<file path="src/rtl/core/hhcr_pkg.sv">
// hhcr_pkg: shared constants, register codes and hall successor tables
// for the hall hold current ramp; no dependencies
`timescale 1ns / 1ps

package hhcr_pkg;

  localparam int MAX_STEPS      = 25;
  localparam int HIST_DEPTH     = MAX_STEPS + 2;
  localparam int HIST_AW        = $clog2(HIST_DEPTH);
  localparam int COUNT_W        = 5;
  localparam int CALC_W         = COUNT_W + 1;
  localparam int STEP_FLOOR     = 4;
  localparam int REVERSAL_CAP   = 10;
  localparam int COOLDOWN_AFTER = 3;
  localparam int Q15_W          = 15;
  localparam int TICK_W         = 16;
  localparam int REV_W          = 4;
  localparam int HALL_W         = 3;
  localparam int PROD_W         = COUNT_W + Q15_W;
  localparam int CFG_AW         = 3;
  localparam int CFG_DW         = 16;
  localparam logic [Q15_W-1:0] Q15_MAX = '1;

  typedef enum logic [CFG_AW-1:0] {
    REG_STEP_GAIN      = 3'd0,
    REG_TARGET_CEILING = 3'd1,
    REG_RISE_PERIOD    = 3'd2,
    REG_RISE_AMOUNT    = 3'd3,
    REG_FALL_PERIOD    = 3'd4,
    REG_FALL_AMOUNT    = 3'd5
  } cfg_reg_t;

  // forward successor, invalid codes map to 0
  function automatic logic [HALL_W-1:0] fwd_next(input logic [HALL_W-1:0] code);
    logic [HALL_W-1:0] r;
    unique case (code)
      3'd1:    r = 3'd3;
      3'd2:    r = 3'd6;
      3'd3:    r = 3'd2;
      3'd4:    r = 3'd5;
      3'd5:    r = 3'd1;
      3'd6:    r = 3'd4;
      default: r = 3'd0;
    endcase
    return r;
  endfunction

  // reverse successor, invalid codes map to 0
  function automatic logic [HALL_W-1:0] rev_next(input logic [HALL_W-1:0] code);
    logic [HALL_W-1:0] r;
    unique case (code)
      3'd1:    r = 3'd5;
      3'd2:    r = 3'd3;
      3'd3:    r = 3'd1;
      3'd4:    r = 3'd6;
      3'd5:    r = 3'd4;
      3'd6:    r = 3'd2;
      default: r = 3'd0;
    endcase
    return r;
  endfunction

endpackage

</file>
<file path="src/rtl/core/hhcr_if.sv">
// hhcr_if: valid/ready channels for control ticks and ramp results
// depends on hhcr_pkg
`timescale 1ns / 1ps

interface hhcr_tick_if;
  logic                          valid;
  logic                          ready;
  logic                          hold_active;
  logic [hhcr_pkg::HALL_W-1:0]   hall_now;
  logic [hhcr_pkg::HALL_W-1:0]   hall_at_lock;
  logic                          cooldown_active;

  modport source (output valid, hold_active, hall_now, hall_at_lock, cooldown_active,
                  input ready);
  modport sink   (input valid, hold_active, hall_now, hall_at_lock, cooldown_active,
                  output ready);
endinterface

interface hhcr_result_if;
  logic                          valid;
  logic                          ready;
  logic [hhcr_pkg::Q15_W-1:0]    current_limit;
  logic [hhcr_pkg::Q15_W-1:0]    current_target;
  logic [hhcr_pkg::COUNT_W-1:0]  steps_moved;
  logic                          moving_forward;
  logic [hhcr_pkg::REV_W-1:0]    reversal_count;
  logic                          start_cooldown;

  modport source (output valid, current_limit, current_target, steps_moved,
                  moving_forward, reversal_count, start_cooldown, input ready);
  modport sink   (input valid, current_limit, current_target, steps_moved,
                  moving_forward, reversal_count, start_cooldown, output ready);
endinterface

</file>
<file path="src/rtl/core/hall_hold_current_ramp.sv">
// hall_hold_current_ramp: hall step tracking, reversal count and q15 current ramp
// depends on hhcr_pkg and the channels in hhcr_if
`timescale 1ns / 1ps

//  channel  dir  transfer when         payload
//  tick     in   valid & ready         hold_active, hall_now, hall_at_lock, cooldown_active
//  result   out  valid & ready         current_limit, current_target, steps_moved,
//                                      moving_forward, reversal_count, start_cooldown
//  cfg      in   cfg_write             cfg_index, cfg_data
//
// one tick per cycle while tick.ready is high: state and result register update on the tick transfer,
// and the result is registered and appears on the next cycle
// tick.ready is high whenever the result register is empty or being taken
// reset clears state, config (ceiling to full scale) and the result valid
// step history has no reset and holds nothing until written

module hall_hold_current_ramp (
  input  logic                          clk,
  input  logic                          rst,
  input  logic                          cfg_write,
  input  logic [hhcr_pkg::CFG_AW-1:0]   cfg_index,
  input  logic [hhcr_pkg::CFG_DW-1:0]   cfg_data,
  hhcr_tick_if.sink                     tick,
  hhcr_result_if.source                 result
);

  localparam int QW = hhcr_pkg::Q15_W;
  localparam int TW = hhcr_pkg::TICK_W;
  localparam int CW = hhcr_pkg::COUNT_W;
  localparam int XW = hhcr_pkg::CALC_W;
  localparam int HW = hhcr_pkg::HALL_W;
  localparam int RW = hhcr_pkg::REV_W;
  localparam int AW = hhcr_pkg::HIST_AW;

  // configuration
  logic [QW-1:0] step_gain, target_ceiling, rise_amount, fall_amount;
  logic [TW-1:0] rise_period, fall_period;

  // state
  logic [CW-1:0] step_count;
  logic          forward_dir;
  logic [HW-1:0] history [hhcr_pkg::HIST_DEPTH];
  logic [RW-1:0] reversals;
  logic          last_reversal_dir;
  logic [QW-1:0] limit_value;
  logic [TW-1:0] rise_ticks, fall_ticks;

  // result register
  logic          res_valid;
  logic [QW-1:0] res_limit, res_target;
  logic [CW-1:0] res_steps;
  logic          res_forward;
  logic [RW-1:0] res_reversals;
  logic          res_request;

  // next values
  logic [CW-1:0] step_count_next;
  logic          forward_dir_next;
  logic [RW-1:0] reversals_next;
  logic          last_reversal_dir_next;
  logic [QW-1:0] limit_value_next, target_next;
  logic [TW-1:0] rise_ticks_next, fall_ticks_next;
  logic          request_next;

  logic          hist_we;
  logic [AW-1:0] hist_waddr;
  logic [HW-1:0] prev_code, ahead, back;
  logic [XW-1:0] cnt_calc;
  logic [hhcr_pkg::PROD_W-1:0] prod;
  logic [QW:0]   rise_sum;
  logic          accept;

  assign tick.ready = !res_valid || result.ready;
  assign accept     = tick.valid && tick.ready;

  assign prev_code = history[AW'(step_count)];
  assign ahead     = forward_dir ? hhcr_pkg::fwd_next(prev_code)
                                 : hhcr_pkg::rev_next(prev_code);
  assign back      = forward_dir ? hhcr_pkg::rev_next(prev_code)
                                 : hhcr_pkg::fwd_next(prev_code);

  // hall tracking
  always_comb begin
    cnt_calc         = XW'(step_count);
    forward_dir_next = forward_dir;
    hist_we          = 1'b0;
    hist_waddr       = AW'(step_count);
    request_next     = 1'b0;
    if (tick.hold_active) begin
      if (step_count == '0) begin
        if (tick.hall_now != tick.hall_at_lock) begin
          cnt_calc   = XW'(1);
          hist_we    = 1'b1;
          hist_waddr = AW'(1);
          if (tick.hall_now == hhcr_pkg::fwd_next(tick.hall_at_lock)) begin
            forward_dir_next = 1'b1;
          end else if (tick.hall_now == hhcr_pkg::rev_next(tick.hall_at_lock)) begin
            forward_dir_next = 1'b0;
          end
        end
      end else begin
        if (tick.hall_now != prev_code) begin
          if (tick.hall_now == ahead) begin
            cnt_calc = XW'(step_count) + XW'(1);
          end else if (tick.hall_now == back) begin
            cnt_calc = XW'(step_count) - XW'(1);
          end
          hist_we    = 1'b1;
          hist_waddr = (cnt_calc < XW'(hhcr_pkg::HIST_DEPTH)) ? AW'(cnt_calc)
                                                             : AW'(hhcr_pkg::HIST_DEPTH - 1);
        end
        if (cnt_calc > XW'(hhcr_pkg::MAX_STEPS)) begin
          cnt_calc = XW'(hhcr_pkg::MAX_STEPS);
        end
      end
      request_next = !tick.cooldown_active && (reversals > RW'(hhcr_pkg::COOLDOWN_AFTER));
    end
    step_count_next = CW'(cnt_calc);
  end

  // reversals and target
  always_comb begin
    reversals_next         = reversals;
    last_reversal_dir_next = last_reversal_dir;
    target_next            = '0;
    prod = hhcr_pkg::PROD_W'(step_count_next - CW'(hhcr_pkg::STEP_FLOOR)) *
           hhcr_pkg::PROD_W'(step_gain);
    if (step_count_next >= CW'(hhcr_pkg::STEP_FLOOR)) begin
      if (reversals == '0) begin
        last_reversal_dir_next = forward_dir_next;
        reversals_next         = RW'(1);
      end else if (forward_dir_next != last_reversal_dir) begin
        if (reversals <= RW'(hhcr_pkg::REVERSAL_CAP)) begin
          reversals_next = reversals + RW'(1);
        end
        last_reversal_dir_next = forward_dir_next;
      end
      target_next = (prod > hhcr_pkg::PROD_W'(target_ceiling)) ? target_ceiling
                                                              : prod[QW-1:0];
    end
  end

  // limit ramp
  always_comb begin
    limit_value_next = limit_value;
    rise_ticks_next  = rise_ticks;
    fall_ticks_next  = fall_ticks;
    rise_sum         = {1'b0, limit_value} + {1'b0, rise_amount};
    if (target_next > limit_value) begin
      if (rise_ticks > rise_period) begin
        rise_ticks_next  = '0;
        limit_value_next = rise_sum[QW] ? hhcr_pkg::Q15_MAX : rise_sum[QW-1:0];
      end else begin
        rise_ticks_next = rise_ticks + TW'(1);
      end
    end else if (target_next < limit_value) begin
      if (fall_ticks > fall_period) begin
        fall_ticks_next  = '0;
        limit_value_next = (limit_value > fall_amount) ? limit_value - fall_amount : '0;
      end else begin
        fall_ticks_next = fall_ticks + TW'(1);
      end
    end
  end

  always_ff @(posedge clk) begin
    if (rst) begin
      step_gain      <= '0;
      target_ceiling <= hhcr_pkg::Q15_MAX;
      rise_period    <= '0;
      rise_amount    <= '0;
      fall_period    <= '0;
      fall_amount    <= '0;
    end else if (cfg_write) begin
      unique case (cfg_index)
        hhcr_pkg::REG_STEP_GAIN:      step_gain      <= cfg_data[QW-1:0];
        hhcr_pkg::REG_TARGET_CEILING: target_ceiling <= cfg_data[QW-1:0];
        hhcr_pkg::REG_RISE_PERIOD:    rise_period    <= cfg_data[TW-1:0];
        hhcr_pkg::REG_RISE_AMOUNT:    rise_amount    <= cfg_data[QW-1:0];
        hhcr_pkg::REG_FALL_PERIOD:    fall_period    <= cfg_data[TW-1:0];
        hhcr_pkg::REG_FALL_AMOUNT:    fall_amount    <= cfg_data[QW-1:0];
        default: ;
      endcase
    end
  end

  always_ff @(posedge clk) begin
    if (rst) begin
      step_count        <= '0;
      forward_dir       <= 1'b0;
      reversals         <= '0;
      last_reversal_dir <= 1'b0;
      limit_value       <= '0;
      rise_ticks        <= '0;
      fall_ticks        <= '0;
      res_valid         <= 1'b0;
    end else begin
      if (accept) begin
        step_count        <= step_count_next;
        forward_dir       <= forward_dir_next;
        reversals         <= reversals_next;
        last_reversal_dir <= last_reversal_dir_next;
        limit_value       <= limit_value_next;
        rise_ticks        <= rise_ticks_next;
        fall_ticks        <= fall_ticks_next;
        res_valid         <= 1'b1;
      end else if (result.ready) begin
        res_valid <= 1'b0;
      end
    end
  end

  always_ff @(posedge clk) begin
    if (accept) begin
      res_limit     <= limit_value_next;
      res_target    <= target_next;
      res_steps     <= step_count_next;
      res_forward   <= forward_dir_next;
      res_reversals <= reversals_next;
      res_request   <= request_next;
      if (hist_we) begin
        history[hist_waddr] <= tick.hall_now;
      end
    end
  end

  assign result.valid          = res_valid;
  assign result.current_limit  = res_limit;
  assign result.current_target = res_target;
  assign result.steps_moved    = res_steps;
  assign result.moving_forward = res_forward;
  assign result.reversal_count = res_reversals;
  assign result.start_cooldown = res_request;

  a_steps_bounded: assert property (@(posedge clk) disable iff (rst)
    step_count <= CW'(hhcr_pkg::MAX_STEPS))
    else $error("step count above clamp");

  a_reversals_bounded: assert property (@(posedge clk) disable iff (rst)
    reversals <= RW'(hhcr_pkg::REVERSAL_CAP + 1))
    else $error("reversal count above cap");

  a_request_needs_reversals: assert property (@(posedge clk) disable iff (rst)
    res_valid && res_request |-> res_reversals > RW'(hhcr_pkg::COOLDOWN_AFTER))
    else $error("cooldown request without enough reversals");

  a_ready_when_empty: assert property (@(posedge clk) disable iff (rst)
    !res_valid |-> tick.ready)
    else $error("tick stalled with empty result register");

endmodule
</file>
<file path="src/flat_wrapper.sv">
// flat-port wrapper written by rule: the top's interface ports become plain ports
module hall_hold_current_ramp_flat 
  (clk, rst, cfg_write, cfg_index, cfg_data, tick_valid, tick_hold_active, tick_hall_now, tick_hall_at_lock, tick_cooldown_active, tick_ready, result_valid, result_current_limit, result_current_target, result_steps_moved, result_moving_forward, result_reversal_count, result_start_cooldown, result_ready);
  hhcr_tick_if tick_i ();
  hhcr_result_if result_i ();
  input  logic clk;
  input  logic rst;
  input  logic cfg_write;
  input  logic [hhcr_pkg::CFG_AW-1:0] cfg_index;
  input  logic [hhcr_pkg::CFG_DW-1:0] cfg_data;
  input wire logic [$bits(tick_i.valid)-1:0] tick_valid;
  input wire logic [$bits(tick_i.hold_active)-1:0] tick_hold_active;
  input wire logic [$bits(tick_i.hall_now)-1:0] tick_hall_now;
  input wire logic [$bits(tick_i.hall_at_lock)-1:0] tick_hall_at_lock;
  input wire logic [$bits(tick_i.cooldown_active)-1:0] tick_cooldown_active;
  output wire logic [$bits(tick_i.ready)-1:0] tick_ready;
  output wire logic [$bits(result_i.valid)-1:0] result_valid;
  output wire logic [$bits(result_i.current_limit)-1:0] result_current_limit;
  output wire logic [$bits(result_i.current_target)-1:0] result_current_target;
  output wire logic [$bits(result_i.steps_moved)-1:0] result_steps_moved;
  output wire logic [$bits(result_i.moving_forward)-1:0] result_moving_forward;
  output wire logic [$bits(result_i.reversal_count)-1:0] result_reversal_count;
  output wire logic [$bits(result_i.start_cooldown)-1:0] result_start_cooldown;
  input wire logic [$bits(result_i.ready)-1:0] result_ready;
  assign tick_i.valid = tick_valid;
  assign tick_i.hold_active = tick_hold_active;
  assign tick_i.hall_now = tick_hall_now;
  assign tick_i.hall_at_lock = tick_hall_at_lock;
  assign tick_i.cooldown_active = tick_cooldown_active;
  assign tick_ready = tick_i.ready;
  assign result_valid = result_i.valid;
  assign result_current_limit = result_i.current_limit;
  assign result_current_target = result_i.current_target;
  assign result_steps_moved = result_i.steps_moved;
  assign result_moving_forward = result_i.moving_forward;
  assign result_reversal_count = result_i.reversal_count;
  assign result_start_cooldown = result_i.start_cooldown;
  assign result_i.ready = result_ready;
  hall_hold_current_ramp u_core (.clk(clk), .rst(rst), .cfg_write(cfg_write), .cfg_index(cfg_index), .cfg_data(cfg_data), .tick(tick_i), .result(result_i));
endmodule
</file>
<file path="config.mk">
export PLATFORM = sky130hd
export DESIGN_NAME = hall_hold_current_ramp_flat
export DESIGN_NICKNAME = d
export VERILOG_FILES = /design/src/rtl/core/hhcr_pkg.sv /design/src/rtl/core/hhcr_if.sv /design/src/rtl/core/hall_hold_current_ramp.sv /design/src/flat_wrapper.sv
export SDC_FILE = /design/constraint.sdc
export NUM_CORES = 1
export LEC_CHECK = 0
export BUFFER_PORTS_ARGS = -buffer_cell sky130_fd_sc_hd__buf_4
export CAP_MARGIN = 20
export CELL_PAD_IN_SITES_DETAIL_PLACEMENT = 0
export CELL_PAD_IN_SITES_GLOBAL_PLACEMENT = 1
export CORE_UTILIZATION = 53
export DETAILED_ROUTE_END_ITERATION = 7
export GPL_TIMING_DRIVEN = 1
export PLACE_DENSITY_LB_ADDON = 0.1
export RECOVER_POWER = 25
export SLEW_MARGIN = 20
export SYNTH_ARGS = -nofsm -noshare
export SYNTH_HDL_FRONTEND = slang
export SYNTH_SLANG_ARGS = --single-unit
export TNS_END_PERCENT = 100
</file>
<file path="constraint.sdc">
create_clock -name clk -period 24.3 [get_ports clk]
set_input_delay 4.86 -clock clk [delete_from_list [all_inputs] [get_ports clk]]
set_output_delay 4.86 -clock clk [all_outputs]
set_load 0.02 [all_outputs]
</file>
**Yosys cells after proc, flatten, opt, wreduce, memory -nomap -nowiden**

Memories as Yosys holds them, arrays and structs flattened. A register that Yosys moved wholly into a read port is not among the register bits.
Index checks and enable logic that the tools add are counted.

- Register bits: 192
- RAM bits: 81
- Input port bits: 32
- Output and inout bits: 43
- Logic and storage cells: 147
- Memories: 1

Memories:

| name | depth | width | read ports | clocked after Yosys merged registers in | wr ports | RTL line | source |
|---|---|---|---|---|---|---|---|
| u_core.history | 27 | 3 | 1 | 1 | 1 | hall_hold_current_ramp.sv:42 | `logic [HW-1:0] history [hhcr_pkg::HIST_DEPTH];` |

- $add $sub $neg: 8
- Multipliers: 1
- Order comparisons: 11
- Equal/unequal tests: 24
- Mux-type cells: 62
- Bitwise operators: 1
- Reductions and logical operators: 19

Operators by type and width:

| operator | number |
|---|---|
| 15-bit 2-to-1 mux | 8 |
| 3-bit case mux with 6 select lines | 4 |
| 5-bit 2-to-1 mux | 11 |
| 6-bit 2-to-1 mux | 8 |
| 16-bit by 1-bit adder with 16-bit output (second input constant) | 2 |
| 16-bit greater-than comparator | 2 |
| 16-bit 2-to-1 mux | 2 |
| 15-bit greater-than comparator | 2 |
| 3-bit 2-to-1 mux | 9 |
| 3-bit equality test (second input constant) | 8 |
| 20-bit by 15-bit greater-than comparator with 1-bit output | 1 |
| 20-bit by 15-bit multiplier with 20-bit output | 1 |
| 3-bit by 2-bit equality test with 1-bit output (second input constant) | 6 |
| 15-bit by 15-bit adder with 16-bit output | 1 |
| 1-bit 2-to-1 mux | 16 |
| 4-bit 2-to-1 mux | 4 |
| 15-bit < comparator | 1 |
| 15-bit subtractor | 1 |
| 2-bit AND reduction | 7 |
| 3-bit equality test | 4 |
| 3-bit by 1-bit equality test with 1-bit output (second input constant) | 3 |
| 5-bit by 1-bit adder with 6-bit output (second input constant) | 1 |
| 6-bit by 5-bit greater-than comparator with 1-bit output (second input constant) | 1 |
| 6-bit by 5-bit < comparator with 1-bit output (second input constant) | 1 |
| 17 further kinds | 22 |

**Depth between registers and ports, before layout**

- Word-level depth: 24
- Gate-level depth with buffers: 63
- Gate-level depth less buffers: 58

**Worst setup path before layout**

No wires, ideal clock.

- Path type: input to register
- Start: input port tick_hall_now[2]
- End: register u_core.limit_value[3]
- Arrival time: 16.805 ns
- Required time: 24.219 ns
- Path slack: 7.415 ns
- Cell stages on the path: 56
- Buffers on the path: 5
- Path through: buf_2 -> o21ai_1 -> a2111oi_2 -> o31ai_2 -> a21o_4 -> buf_6 -> mux2i_2 -> xor2_2 -> nor3_4 -> a21oi_1 -> clkbuf_1 -> ha_1 -> ha_1 -> clkbuf_1 -> nor2b_1 -> fa_1 -> inv_1 -> fa_1 -> [... 20 more ...] -> o21ai_0 -> a21oi_1 -> ha_1 -> nor2b_1 -> o21a_1 -> o21a_1 -> o21a_1 -> o21a_1 -> o21a_1 -> o21a_1 -> o21a_1 -> nor2_1 -> nand2_1 -> or2_2 -> a21oi_1 -> clkbuf_1 -> a31oi_1 -> a41oi_1

- Word-level cells in the longest chain between the ends: 21

RTL lines:

| item | RTL line | source |
|---|---|---|
| start: declaration | flat_wrapper.sv:13 | `input wire logic [$bits(tick_i.hall_now)-1:0] tick_hall_now;` |
| 3-bit equality test | hall_hold_current_ramp.sv:105 | `end else if (tick.hall_now == back) begin` |
| 6-bit 2-to-1 mux | hall_hold_current_ramp.sv:105 |  |
| 6-bit 2-to-1 mux | hall_hold_current_ramp.sv:103 | `if (tick.hall_now == ahead) begin` |
| 6-bit 2-to-1 mux | hall_hold_current_ramp.sv:102 | `if (tick.hall_now != prev_code) begin` |
| 6-bit 2-to-1 mux | hall_hold_current_ramp.sv:90 | `if (step_count == '0) begin` |
| 6-bit 2-to-1 mux | hall_hold_current_ramp.sv:89 | `if (tick.hold_active) begin` |
| 6-bit 2-to-1 mux | hall_hold_current_ramp.sv:102 |  |
| 6-bit 2-to-1 mux | hall_hold_current_ramp.sv:90 |  |
| [... 6 more ...] | - |  |
| 20-bit by 15-bit multiplier with 20-bit output | hall_hold_current_ramp.sv:126 | `prod = hhcr_pkg::PROD_W'(step_count_next - CW'(hhcr_pkg::STEP_FLOOR)) *` |
| 20-bit by 15-bit greater-than comparator with 1-bit output | hall_hold_current_ramp.sv:138 | `target_next = (prod > hhcr_pkg::PROD_W'(target_ceiling)) ? target_ceiling` |
| 15-bit 2-to-1 mux | hall_hold_current_ramp.sv:138 |  |
| 15-bit 2-to-1 mux (*) | hall_hold_current_ramp.sv:128 | `if (step_count_next >= CW'(hhcr_pkg::STEP_FLOOR)) begin` |
| named net u_core.target_next[1] | hall_hold_current_ramp.sv:61 | `logic [QW-1:0] limit_value_next, target_next;` |
| 15-bit < comparator | hall_hold_current_ramp.sv:156 | `end else if (target_next < limit_value) begin` |
| 15-bit 2-to-1 mux | hall_hold_current_ramp.sv:156 |  |
| 15-bit 2-to-1 mux (*) | hall_hold_current_ramp.sv:149 | `if (target_next > limit_value) begin` |
| end signal: assignment | hall_hold_current_ramp.sv:203 | `limit_value <= limit_value_next;` |
| end: declaration | hall_hold_current_ramp.sv:45 | `logic [QW-1:0] limit_value;` |

Mark *: on every way through the listed nets, which the timed path passes. The rest lies on a longest branch. The select of a mux whose other input is x is not followed.
A chain may end at the register's enable or synchronous reset.

**Worst setup path in the final report**

- Start: input port tick_hall_now[2]
- End: register u_core.limit_value[13]

- Word-level cells in the longest chain between the ends: 21

RTL lines:

| item | RTL line | source |
|---|---|---|
| 3-bit equality test | hall_hold_current_ramp.sv:105 |  |
| 6-bit 2-to-1 mux | hall_hold_current_ramp.sv:105 |  |
| 6-bit 2-to-1 mux | hall_hold_current_ramp.sv:103 |  |
| 6-bit 2-to-1 mux | hall_hold_current_ramp.sv:102 |  |
| 6-bit 2-to-1 mux | hall_hold_current_ramp.sv:90 |  |
| 6-bit 2-to-1 mux | hall_hold_current_ramp.sv:89 |  |
| 6-bit 2-to-1 mux | hall_hold_current_ramp.sv:102 |  |
| 6-bit 2-to-1 mux | hall_hold_current_ramp.sv:90 |  |
| [... 5 more ...] | - |  |
| named net u_core.cnt_calc[3] | hall_hold_current_ramp.sv:68 | `logic [XW-1:0] cnt_calc;` |
| [... 1 more ...] | - |  |
| 20-bit by 15-bit multiplier with 20-bit output | hall_hold_current_ramp.sv:126 |  |
| 20-bit by 15-bit greater-than comparator with 1-bit output | hall_hold_current_ramp.sv:138 |  |
| 15-bit 2-to-1 mux | hall_hold_current_ramp.sv:138 |  |
| 15-bit 2-to-1 mux (*) | hall_hold_current_ramp.sv:128 |  |
| named net u_core.target_next[1] | hall_hold_current_ramp.sv:61 |  |
| 15-bit < comparator | hall_hold_current_ramp.sv:156 |  |
| 15-bit 2-to-1 mux | hall_hold_current_ramp.sv:156 |  |
| 15-bit 2-to-1 mux (*) | hall_hold_current_ramp.sv:149 |  |

Marks and branches as above.

==> run summary <==
The run finished, with violations left. The checks that failed: max-capacitance violations, max-slew violations. The synthesized design contains 278 register bits. The floorplan has 70 rows.

The number of buffers between clock root and the deepest sink is 3. The type of the most critical hold path was reg2reg. The worst path needs 19.19 ns of the cycle, external delays included. Clock latency on the worst-skew pair, taken at its later pin, is 0.59 ns.

The count of H-tree levels built during CTS was 1; the clock transition time at the flip-flop clock pins of the worst setup and hold paths was 0.06 ns. After clock tree synthesis, the repair step resized 0 gates. The worst pin sits at a relative slew slack of -129%. The initial detailed-routing violation count is 1197. In this run the mean area of a mapped cell was 9.26 sq um.

Setup repair after global routing left no endpoint under its margin. Across the VDD grid, the largest voltage drop is 70.3 uV. In this run, synthesis inferred 122 flip-flops with an integrated enable. Dividing total power by cell area gives a power density of 80.2 mW/mm^2. The finished layout holds 2675 standard cells, fillers aside. Summed over all cells, the static leakage comes to 9.06 nW. For the number of global-route vias before repair, the log shows 14900. At the worst endpoint, the arrival time is 19.66 ns.

The tree is rooted in a clkbuf_16. In the synthesized netlist the async set-or-reset flop fraction comes to 0%. Counting tap cells, the placed design contains a total of 2617 instances. In the final design database the tool counted 2465 nets. The transition time of the tightest slew-check pin is 3.44 ns, and the post-synthesis cell area is 0.0198 sq mm. The total area inside the core boundary comes to 0.0367 sq mm. The tools report the CTS buffer count as 31.

The top cell types in the final layout, fill and taps aside, are 271 x nand2_1, 258 x inv_1, 156 x dfxtp_1. 75 I/O pins were placed. The die covers 0.0381 sq mm. Across all register-to-register paths, the minimum setup slack is 8.91 ns. The critical path startpoint category is an input port. The tools report the placer congestion estimate as 0.900. Between clock sinks in the finished design, the worst skew comes to 0.0257 ns. Along the worst path, the maximum fanout reaches 40.

Remaining number of nets flagged by the antenna check after routing: 0. edfxtp_1 takes more of the synthesized area than any other cell. The first global-routing pass estimated 81.6 mm of wire.

Among all stages on the critical path, the largest delay is contributed by clkbuf_1. The total of max-cap violations was 5; the diode insertion count for antenna repair was 0. The logs give 0 for the number of buffers added for setup after CTS and 1.74 mW for the final total power. Category of the most critical setup path: in2reg. The maximum frequency from static timing analysis was 52.1 MHz; the final hold violation count was 0. For this run, the leading register cell type out of synthesis is dfxtp_1.

For the routed wire length, the log shows 51.3 mm. Instance count along the most critical hold path: 2. Counting every instance in the synthesized netlist gives 2136. After routing, the total negative slack on setup checks comes to 0 ns.

The initial utilization of the core area, before any placement, comes to 53.9%. For the worst setup path, the data required time is 24.77 ns. Before antenna repair, the detailed router went through 7 iterations. The share of the clock period used by the worst path works out to 79.0%.

The worst register-to-register path ends at u_core.limit_value[13]$_SDFFE_PP0P_. The count of buffers added on input and output ports is 74. TritonCTS built the clock tree. Global routing used 42.0% of the available met2 tracks. In the final routed layout, each cell accounts on average for 19.2 microns. After synthesis, flip-flops and latches occupy 34.3% of the total area. The logs give 2418 for the number of nets produced by synthesis and 0 for the total congestion overflow after global routing.

The share of synthesized area in the top cell type comes to 18.5%. Cells with a size suffix above 1 make up 9.70% of the layout. Count of clock tree sinks: 278.

The number of warnings reported in the yosys synthesis log is 0. met2 is the most crowded layer. After detailed routing, the number of vias per cell comes to 5.73.

Setup violations remaining at the end of the flow were counted as 0. The horizontal die dimension is 195 microns. The most common cell after layout, fill and taps aside is nand2_1. The maximum number of pins on one net before global-route repair was 66. For the initial antenna violation count, the log shows 1.

The global-route track usage on met1 was 40.6%. For this run, the slowest stage of the critical path takes 1.20 ns. The run gives 0 as the number of remaining DRC errors.

Summed over all nets, the half-perimeter wirelength after detailed placement is 39.0 mm. After filler insertion, the fill cell instance count of the layout stands at 3254. The global-route met3 utilization was 3.59%; the count of vias placed by the detailed router was 15300. For the distinct cell type count after synthesis, the log shows 104.

The number of hold buffers added after CTS was 0. The endpoint type of the worst setup path was a flip-flop. The chip height works out to 195 microns. Measured in cells, the most critical reg-to-reg path has a length of 57.

Across every metal layer, demand over resource in global routing totals 27.2%. The tools report the terminating pin of the worst hold path as u_core.rise_period[8]$_SDFFE_PP0P_. The area growth from synthesis to layout is 9.46%. The worst hold path begins at u_core.rise_period[8]$_SDFFE_PP0P_. After synthesis, the cell types taking the most area are edfxtp_1 19%, dfxtp_1 16%, ha_1 9.7%.

The max-slew violation total from the final report was 227.
[critical path: cells and delay by family]
family	cells	cell delay [ns]
simple gates	7	1.83
xor+xnor	1	0.19
compound gates	27	6.36
buf+inv	7	1.87
mux	1	0.27
fa+ha+maj	11	4.26
[cell usage after synthesis (6+ instances only)]
| master | instances |
|---|---|
| nand2_1 | 271 |
| inv_1 | 258 |
| dfxtp_1 | 156 |
| a21oi_1 | 155 |
| ha_1 | 154 |
| nor2_1 | 127 |
| edfxtp_1 | 122 |
| fa_1 | 96 |
| o21ai_0 | 72 |
| clkbuf_1 | 53 |
| xnor2_1 | 51 |
| nand3_1 | 50 |
| and2_1 | 49 |
| nand2b_1 | 39 |
| a21o_1 | 35 |
| nor2b_1 | 32 |
| xor2_1 | 30 |
| nor3_1 | 26 |
| nand4_1 | 23 |
| o21a_1 | 23 |
| or3_1 | 22 |
| o211ai_1 | 21 |
| mux4_2 | 16 |
| a211oi_1 | 12 |
| mux2i_1 | 11 |
| o21ai_2 | 11 |
| a21boi_0 | 10 |
| a21oi_2 | 10 |
| and3_1 | 10 |
| o21ai_1 | 9 |
| o2111ai_1 | 8 |
| a211o_1 | 7 |
| a31oi_1 | 7 |
| buf_2 | 7 |
| nor4_1 | 6 |
| o21bai_1 | 6 |
| or2_2 | 6 |
[metrics by stage]
step                      utilization [%]  setup WS [ns]  area [sq um]  hold WS, ns
after global routing                 59.0           3.95         21700        0.471
after detailed placement             56.3           5.78         20700        0.447
after CTS                            59.1           6.34         21700        0.455
final                                59.0           5.11         21700        0.454
after global placement               56.3           6.07         20700        0.443
after floorplan                         -           7.41         19800        0.436
[layout make-up]
class / count / area, sq um / area share [%]
multi-input combinational: 1525 / 11700 / 53.9
sequential: 278 / 6790 / 31.3
inverter: 260 / 976 / 4.51
clock buffer: 38 / 802 / 3.70
timing repair buffer: 87 / 631 / 2.91
tap: 468 / 586 / 2.70
clock inverter: 19 / 208 / 0.959
[registers in the layout, indices dropped and copies added (netlist names), 15 cells and up, named ones only]
name	flops
u_core.result.current_limit	15
u_core.fall_ticks	16
u_core.rise_ticks	16
u_core.fall_period	16
u_core.step_gain	15
u_core.fall_amount	15
u_core.result.current_target	15
u_core.target_ceiling	15
u_core.rise_period	16
u_core.history	81
u_core.rise_amount	15
u_core.limit_value	15
[worst max-delay path by stage]
stage	slack [ns]	to	from	cells after the start
2_1_floorplan	7.41	u_core.limit_value[3]$_SDFFE_PP0P_	tick_hall_now[2]	56
3_3_place_gp	6.07	u_core.limit_value[13]$_SDFFE_PP0P_	tick_hall_now[2]	48
3_5_place_dp	5.78	u_core.limit_value[13]$_SDFFE_PP0P_	tick_hall_now[2]	48
4_1_cts	6.34	u_core.limit_value[13]$_SDFFE_PP0P_	tick_hall_now[2]	48
5_1_grt	3.95	u_core.limit_value[13]$_SDFFE_PP0P_	tick_hall_now[2]	53
6_report	5.11	u_core.limit_value[13]$_SDFFE_PP0P_	tick_hall_now[2]	54
[power breakdown]
| part | internal, mW | total, mW | switching [mW] |
|---|---|---|---|
| registers | 0.537 | 0.568 | 0.0315 |
| clock network | 0.277 | 0.472 | 0.196 |
| logic | 0.261 | 0.696 | 0.435 |
[kinds of logic (layout without fill, tap and decap cells)]
logic type / count (synthesis) / count (layout) / share of synthesized area, %
compound gates: 463 / 463 / 15.9
mux: 34 / 34 / 2.94
xor+xnor: 82 / 82 / 3.67
buf+inv: 333 / 404 / 6.76
flops: 278 / 278 / 34.3
fa+ha+maj: 250 / 250 / 19.4
simple gates: 696 / 696 / 17.0
[layer usage]
metal  wire (microns)  up-vias
li1                 -     7463
met1            24800     7360
met2            22300      440
met3             3360       62
met4              920        2
met5               17        -
Note: power is estimated with default switching activity, not from simulation.
